$ cat config.mk
export PLATFORM = sky130hd
export DESIGN_NAME = utf8_byte_stream_decoder_top
export DESIGN_NICKNAME = d
export VERILOG_FILES = /design/src/sv/utf8d_pkg.sv /design/src/sv/utf8_byte_stream_decoder_top.sv /design/src/sv/utf8d_regs.sv /design/src/sv/utf8d_core.sv
export SDC_FILE = /design/constraint.sdc
export NUM_CORES = 1
export LEC_CHECK = 0
export ABC_AREA = 1
export BUFFER_PORTS_ARGS = -buffer_cell sky130_fd_sc_hd__buf_4
export CAP_MARGIN = 20
export CORE_AREA = 5 5 85 87
export DETAILED_ROUTE_END_ITERATION = 7
export DIE_AREA = 0 0 90 92
export HOLD_SLACK_MARGIN = 0.05
export PLACE_DENSITY = 0.87
export SLEW_MARGIN = 0
export SYNTH_ARGS = -nofsm -noshare
export SYNTH_HDL_FRONTEND = slang
export SYNTH_SLANG_ARGS = --single-unit
$ cat constraint.sdc
create_clock -name clk -period 2.26 [get_ports clk]
set_input_delay 0.452 -clock clk [delete_from_list [all_inputs] [get_ports clk]]
set_output_delay 0.452 -clock clk [all_outputs]
set_load 0.05 [all_outputs]
$ cat src/sv/utf8d_pkg.sv
// Package with the decoder's types, status codes and byte constants.
package utf8d_pkg;

    typedef enum logic [1:0] {
        ST_PENDING = 2'd0,
        ST_CHAR    = 2'd1,
        ST_END     = 2'd2,
        ST_ILLEGAL = 2'd3
    } status_t;

    typedef struct packed {
        logic       utf8_mode;
        logic [7:0] single_byte_limit;
    } cfg_t;

    localparam logic REG_UTF8_MODE         = 1'b0;
    localparam logic REG_SINGLE_BYTE_LIMIT = 1'b1;

    localparam logic       UTF8_MODE_RESET  = 1'b1;
    localparam logic [7:0] BYTE_LIMIT_RESET = 8'd127;

    localparam logic [7:0]  ASCII_END     = 8'h80;
    localparam logic [7:0]  LEAD2_MIN     = 8'hC2;
    localparam logic [7:0]  LEAD3_MIN     = 8'hE0;
    localparam logic [7:0]  LEAD_END      = 8'hF0;
    localparam logic [7:0]  CONT_MARK     = 8'h80;
    localparam logic [15:0] THREE_BYTE_MIN = 16'h0800;

endpackage

$ cat src/sv/utf8_byte_stream_decoder_top.sv
// Top level of the UTF-8 byte stream decoder.
//
//  Channel   Handshake             Beat contents
//  -------   -------------------   ---------------------------
//  config    psel/penable/pready   paddr, pwdata, prdata
//  input     in_valid/in_ready     in_byte
//  output    out_valid/out_ready   code_point, status
//
// Each beat passes an input register and then a result register, which holds its result;
// one byte is taken every cycle while the output is not stalled.
// The sequence state registers are updated as a byte moves into the result register.
// A stalled output holds both registers; in_ready stays high while the input register can drain.
// Reset clears the sequence state and selects UTF-8 mode with a limit of 127.
module utf8_byte_stream_decoder_top
(
    input  logic        clk,
    input  logic        rst_n,
    input  logic        psel,
    input  logic        penable,
    input  logic        pwrite,
    input  logic [2:0]  paddr,
    input  logic [31:0] pwdata,
    output logic [31:0] prdata,
    output logic        pready,
    input  logic        in_valid,
    output logic        in_ready,
    input  logic [7:0]  in_byte,
    output logic        out_valid,
    input  logic        out_ready,
    output logic [15:0] code_point,
    output logic [1:0]  status
);
    import utf8d_pkg::*;

    cfg_t cfg;

    utf8d_regs u_regs
    (
        .clk     (clk),
        .rst_n   (rst_n),
        .psel    (psel),
        .penable (penable),
        .pwrite  (pwrite),
        .paddr   (paddr),
        .pwdata  (pwdata),
        .prdata  (prdata),
        .pready  (pready),
        .cfg     (cfg)
    );

    utf8d_core u_core
    (
        .clk        (clk),
        .rst_n      (rst_n),
        .cfg        (cfg),
        .in_valid   (in_valid),
        .in_ready   (in_ready),
        .in_byte    (in_byte),
        .out_valid  (out_valid),
        .out_ready  (out_ready),
        .code_point (code_point),
        .status     (status)
    );

endmodule

$ cat src/sv/utf8d_regs.sv
// Configuration register file behind the APB-style port.
module utf8d_regs
(
    input  logic                clk,
    input  logic                rst_n,
    input  logic                psel,
    input  logic                penable,
    input  logic                pwrite,
    input  logic [2:0]          paddr,
    input  logic [31:0]         pwdata,
    output logic [31:0]         prdata,
    output logic                pready,
    output utf8d_pkg::cfg_t     cfg
);
    import utf8d_pkg::*;

    logic       mode_reg;
    logic       mode_next;
    logic [7:0] limit_reg;
    logic [7:0] limit_next;
    logic       wr_en;

    assign pready = 1'b1;
    assign wr_en  = psel && penable && pwrite;

    always_comb
    begin
        mode_next  = mode_reg;
        limit_next = limit_reg;
        if (wr_en)
        begin
            case (paddr[2])
                REG_UTF8_MODE:         mode_next  = pwdata[0];
                REG_SINGLE_BYTE_LIMIT: limit_next = pwdata[7:0];
                default:               mode_next  = mode_reg;
            endcase
        end
    end

    always_ff @(posedge clk or negedge rst_n)
    begin
        if (!rst_n)
        begin
            mode_reg  <= UTF8_MODE_RESET;
            limit_reg <= BYTE_LIMIT_RESET;
        end
        else
        begin
            mode_reg  <= mode_next;
            limit_reg <= limit_next;
        end
    end

    always_comb
    begin
        case (paddr[2])
            REG_UTF8_MODE:         prdata = {31'd0, mode_reg};
            REG_SINGLE_BYTE_LIMIT: prdata = {24'd0, limit_reg};
            default:               prdata = 32'd0;
        endcase
    end

    assign cfg.utf8_mode         = mode_reg;
    assign cfg.single_byte_limit = limit_reg;

endmodule

$ cat src/sv/utf8d_core.sv
// Decoder datapath: input register, sequence state, decode logic and result register.
module utf8d_core
(
    input  logic            clk,
    input  logic            rst_n,
    input  utf8d_pkg::cfg_t cfg,
    input  logic            in_valid,
    output logic            in_ready,
    input  logic [7:0]      in_byte,
    output logic            out_valid,
    input  logic            out_ready,
    output logic [15:0]     code_point,
    output logic [1:0]      status
);
    import utf8d_pkg::*;

    logic        hold_valid_reg;
    logic        hold_valid_next;
    logic [7:0]  hold_byte_reg;
    logic        out_valid_reg;
    logic        out_valid_next;
    logic [15:0] cp_reg;
    logic [15:0] cp_next;
    status_t     st_reg;
    status_t     st_next;
    logic [15:0] partial_reg;
    logic [15:0] partial_next;
    logic [1:0]  remain_reg;
    logic [1:0]  remain_next;

    logic        advance;
    logic        accept;
    logic [7:0]  b;
    logic [7:0]  cont;
    logic [15:0] merged;

    assign advance  = hold_valid_reg && (!out_valid_reg || out_ready);
    assign in_ready = !hold_valid_reg || advance;
    assign accept   = in_valid && in_ready;

    assign b    = hold_byte_reg;
    assign cont = b ^ CONT_MARK;

    always_comb
    begin
        if (remain_reg == 2'd2)
        begin
            merged = partial_reg | {4'd0, cont[5:0], 6'd0};
        end
        else
        begin
            merged = partial_reg | {10'd0, cont[5:0]};
        end
    end

    always_comb
    begin
        cp_next      = 16'd0;
        st_next      = ST_PENDING;
        partial_next = 16'd0;
        remain_next  = 2'd0;
        if (!cfg.utf8_mode)
        begin
            if (b > cfg.single_byte_limit)
            begin
                st_next = ST_ILLEGAL;
            end
            else if (b == 8'd0)
            begin
                st_next = ST_END;
            end
            else
            begin
                st_next = ST_CHAR;
                cp_next = {8'd0, b};
            end
        end
        else if (remain_reg == 2'd0)
        begin
            if (b < ASCII_END)
            begin
                if (b == 8'd0)
                begin
                    st_next = ST_END;
                end
                else
                begin
                    st_next = ST_CHAR;
                    cp_next = {8'd0, b};
                end
            end
            else if (b < LEAD2_MIN || b >= LEAD_END)
            begin
                st_next = ST_ILLEGAL;
            end
            else if (b < LEAD3_MIN)
            begin
                partial_next = {5'd0, b[4:0], 6'd0};
                remain_next  = 2'd1;
            end
            else
            begin
                partial_next = {b[3:0], 12'd0};
                remain_next  = 2'd2;
            end
        end
        else if (cont[7:6] != 2'b00 || remain_reg == 2'd3)
        begin
            st_next = ST_ILLEGAL;
        end
        else if (remain_reg == 2'd1)
        begin
            st_next = ST_CHAR;
            cp_next = merged;
        end
        else if (merged < THREE_BYTE_MIN)
        begin
            st_next = ST_ILLEGAL;
        end
        else
        begin
            partial_next = merged;
            remain_next  = 2'd1;
        end
    end

    always_comb
    begin
        hold_valid_next = hold_valid_reg;
        if (accept)
        begin
            hold_valid_next = 1'b1;
        end
        else if (advance)
        begin
            hold_valid_next = 1'b0;
        end
    end

    always_comb
    begin
        out_valid_next = out_valid_reg;
        if (advance)
        begin
            out_valid_next = 1'b1;
        end
        else if (out_ready)
        begin
            out_valid_next = 1'b0;
        end
    end

    always_ff @(posedge clk or negedge rst_n)
    begin
        if (!rst_n)
        begin
            hold_valid_reg <= 1'b0;
            out_valid_reg  <= 1'b0;
            partial_reg    <= 16'd0;
            remain_reg     <= 2'd0;
        end
        else
        begin
            hold_valid_reg <= hold_valid_next;
            out_valid_reg  <= out_valid_next;
            if (advance)
            begin
                partial_reg <= partial_next;
                remain_reg  <= remain_next;
            end
        end
    end

    always_ff @(posedge clk)
    begin
        if (accept)
        begin
            hold_byte_reg <= in_byte;
        end
        if (advance)
        begin
            cp_reg <= cp_next;
            st_reg <= st_next;
        end
    end

    assign out_valid  = out_valid_reg;
    assign code_point = cp_reg;
    assign status     = st_reg;

endmodule

==> impl_metrics.env <==
export IMPL_cts_inserted_buffers=5
export IMPL_fmax_mhz=505
export IMPL_routedWlPerCell_um=12.6
export IMPL_grt_pass1_vias=2522
export IMPL_fin_cells=510
export IMPL_cp_end_kind="flop"
export IMPL_fin_crit_ps=1980
export IMPL_post_place_cells=502
export IMPL_cellPowerDensity_mw_per_mm2=838
export IMPL_fin_skew_ps=8.92
export IMPL_cts_root_buf="clkbuf_8"
export IMPL_synthesis_area_mm2=0.00311
export IMPL_crit_type="flop to flop"
export IMPL_async_flop_share=0.527
export IMPL_worstPathMaxFanout=9
export IMPL_postCtsResizedCells=0
export IMPL_outcome="finished, final reports clean"
export IMPL_grt_pass1_wl_um=11100
export IMPL_r2r_end="u_core.code_point[6]"
export IMPL_power_leakage_nw=1.85
export IMPL_rsz0062_at_grt="false"
export IMPL_clk_pin_slew_ps=90
export IMPL_io_buffers=51
export IMPL_post_cts_buffers=0
export IMPL_finalHoldViolCount=0
export IMPL_die_width_um=90
export IMPL_r2r_start="u_regs.limit_reg[6]"
export IMPL_synth_cell_types=30
export IMPL_fin_crit_sh=0.877
export IMPL_drive_gt1_frac=0.210
export IMPL_power_total_mw=3.01
export IMPL_syn_inst=377
export IMPL_stdcell_area_mm2=0.00359
export IMPL_core_mm2=0.00628
export IMPL_critPathBufInv=1
export IMPL_tightest_slew_ps=579
export IMPL_die_y_um=92
export IMPL_gp_congestion=0.911
export IMPL_grt_overflow=0
export IMPL_slew_headroom=0.613
export IMPL_ys_seq_elements=55
export IMPL_dpl_cell_area_mm2=0.00351
export IMPL_critPathTopFamily="simple AND/OR/NAND/NOR gates"
export IMPL_hpwl_um=4930
export IMPL_crit_required_ps=2290
export IMPL_htreeDepth=2
export IMPL_critical_path_cell_chain="inv_1 -> ha_1 -> nand2_1 -> nor2_1 -> nand2_1 -> nand2_1 -> nand2_1 -> nand2_1 -> o21ai_0"
export IMPL_io_pins=103
export IMPL_cts_tree="yes"
export IMPL_yosysSeqAreaShare=0.487
export IMPL_setup_tns_ps=0
export IMPL_slowest_stage="dfstp_2"
export IMPL_worstRegToRegCells=9
export IMPL_drc=0
export IMPL_hold_buffers=0
export IMPL_synth_edf_count=26
export IMPL_synthFlopType="edfxtp_1"
export IMPL_grt_use_total=0.161
export IMPL_syn_area_per_cell_um2=8.25
export IMPL_slowest_delay_ps=540
export IMPL_critPathArrivalTime_ps=2020
export IMPL_grt_max_degree=30
export IMPL_final_max_slew_viol_count=0
export IMPL_drt_wl_total_um=6400
export IMPL_syn_to_final_growth_pct=15.3
export IMPL_ir_worst_vdd_v=0.000377
export IMPL_setup_violations=0
export IMPL_rows=29
export IMPL_first_pass_iters=4
export IMPL_synth_warnings=0
export IMPL_cp_common_cell="nand2_1"
export IMPL_worstHoldPathType="input pin to async pin"
export IMPL_cts_buffer_depth=2
export IMPL_ant_nets=0
export IMPL_cp_start_kind="flop"
export IMPL_dieArea_mm2=0.00828
export IMPL_antenna_cells_inserted=0
export IMPL_num_vias=2537
export IMPL_nets=490
export IMPL_clock_sinks=55
export IMPL_start_util=0.496
export IMPL_first_iter_violations=185
export IMPL_worst_hold_slack_ps=60.1
export IMPL_rrSetupSlack_ps=280
export IMPL_drt_vias_per_instance=4.97
export IMPL_clk_latency_ps=310
export IMPL_max_cap_viol_count=0
export IMPL_antenna_found_initial=0
==> cell families after synthesis <==
kind of cell             count (synthesis)  share of synthesized area
buffers and inverters                   85                      0.137
AO/OA/AOI/OAI                           41                     0.0756
flip-flops                              55                      0.487
adder cells (fa/ha/maj)                  8                     0.0322
other                                    2                    0.00241
AND/OR/NAND/NOR                        186                      0.265
==> per-stage QoR <==
stage                     utilization  setup slack, ps
final                           0.571              278
after global routing            0.571              107
after CTS                       0.571              274
after detailed placement        0.559              320
after global placement          0.559              378
after floorplan                     -              335
==> synth_stat cells (5+ instances only) <==
| cell type | n | area share |
|---|---|---|
| o21ai_0 | 7 | 0.011 |
| ha_1 | 8 | 0.032 |
| a21oi_1 | 18 | 0.029 |
| dfstp_2 | 8 | 0.068 |
| buf_4 | 25 | 0.060 |
| nand3_1 | 19 | 0.031 |
| buf_2 | 5 | 0.0080 |
| nor2_4 | 6 | 0.022 |
| inv_1 | 49 | 0.059 |
| nor2_1 | 48 | 0.058 |
| dfrtp_1 | 21 | 0.17 |
| a31oi_1 | 6 | 0.012 |
| nand4_1 | 7 | 0.014 |
| o22ai_1 | 5 | 0.010 |
| edfxtp_1 | 26 | 0.25 |
| nand2_1 | 94 | 0.11 |
| nand2_2 | 5 | 0.010 |
==> worst max path at each step <==
| stage | startpoint | end | slack [ps] | cells after the start |
|---|---|---|---|---|
| 2_1_floorplan | u_regs.mode_reg | prdata[0] | 340 | 3 |
| 6_report | u_regs.limit_reg[6] | u_core.code_point[6] | 280 | 9 |
| 3_5_place_dp | u_regs.limit_reg[6] | u_core.code_point[6] | 320 | 9 |
| 3_3_place_gp | u_regs.limit_reg[6] | u_core.status[0] | 380 | 9 |
| 4_1_cts | u_regs.limit_reg[6] | u_core.code_point[6] | 270 | 9 |
| 5_1_grt | u_regs.limit_reg[1] | u_core.status[0] | 110 | 12 |
==> cell type report <==
class,instances,area [um2]
clock buffer,6,72.6
inverter,53,199
fill,559,2690
tap,77,96.3
timing repair buffer,57,440
clock inverter,2,7.51
sequential,55,1520
multi-input combinational,260,1250
==> cell usage in the layout, fill, tap and decap left out <==
master,n
o22ai_1,5
and3_1,1
o21ai_2,1
ha_1,8
clkbuf_8,5
nor2_2,1
nand2_2,5
nand3_2,2
nand3_1,19
nor2_1,48
buf_4,56
inv_1,49
clkinv_1,2
o21ai_0,6
edfxtp_1,26
o21bai_2,1
nand2_1,94
conb_1,25
a21oi_1,18
buf_12,1
dfrtp_1,21
nand3b_1,3
nand4_1,7
a21oi_2,1
dfstp_2,8
clkbuf_1,1
a21o_1,1
a31oi_1,6
o21ai_1,2
nor2_4,6
inv_2,4
==> routing by layer <==
metal / track usage / routed length [um] / vias to the layer above
met5: 0 / 0 / -
met4: 0.0769 / 178 / 0
met3: 0.0319 / 430 / 17
met2: 0.289 / 3290 / 90
met1: 0.183 / 2500 / 1172
li1: - / - / 1258
==> power by group <==
part	internal, mW	total (mW)	switching [mW]
combinational	0.334	1.17	0.831
sequential	1.25	1.34	0.0905
clock	0.212	0.504	0.292
Note: power is estimated with default switching activity, not from simulation.
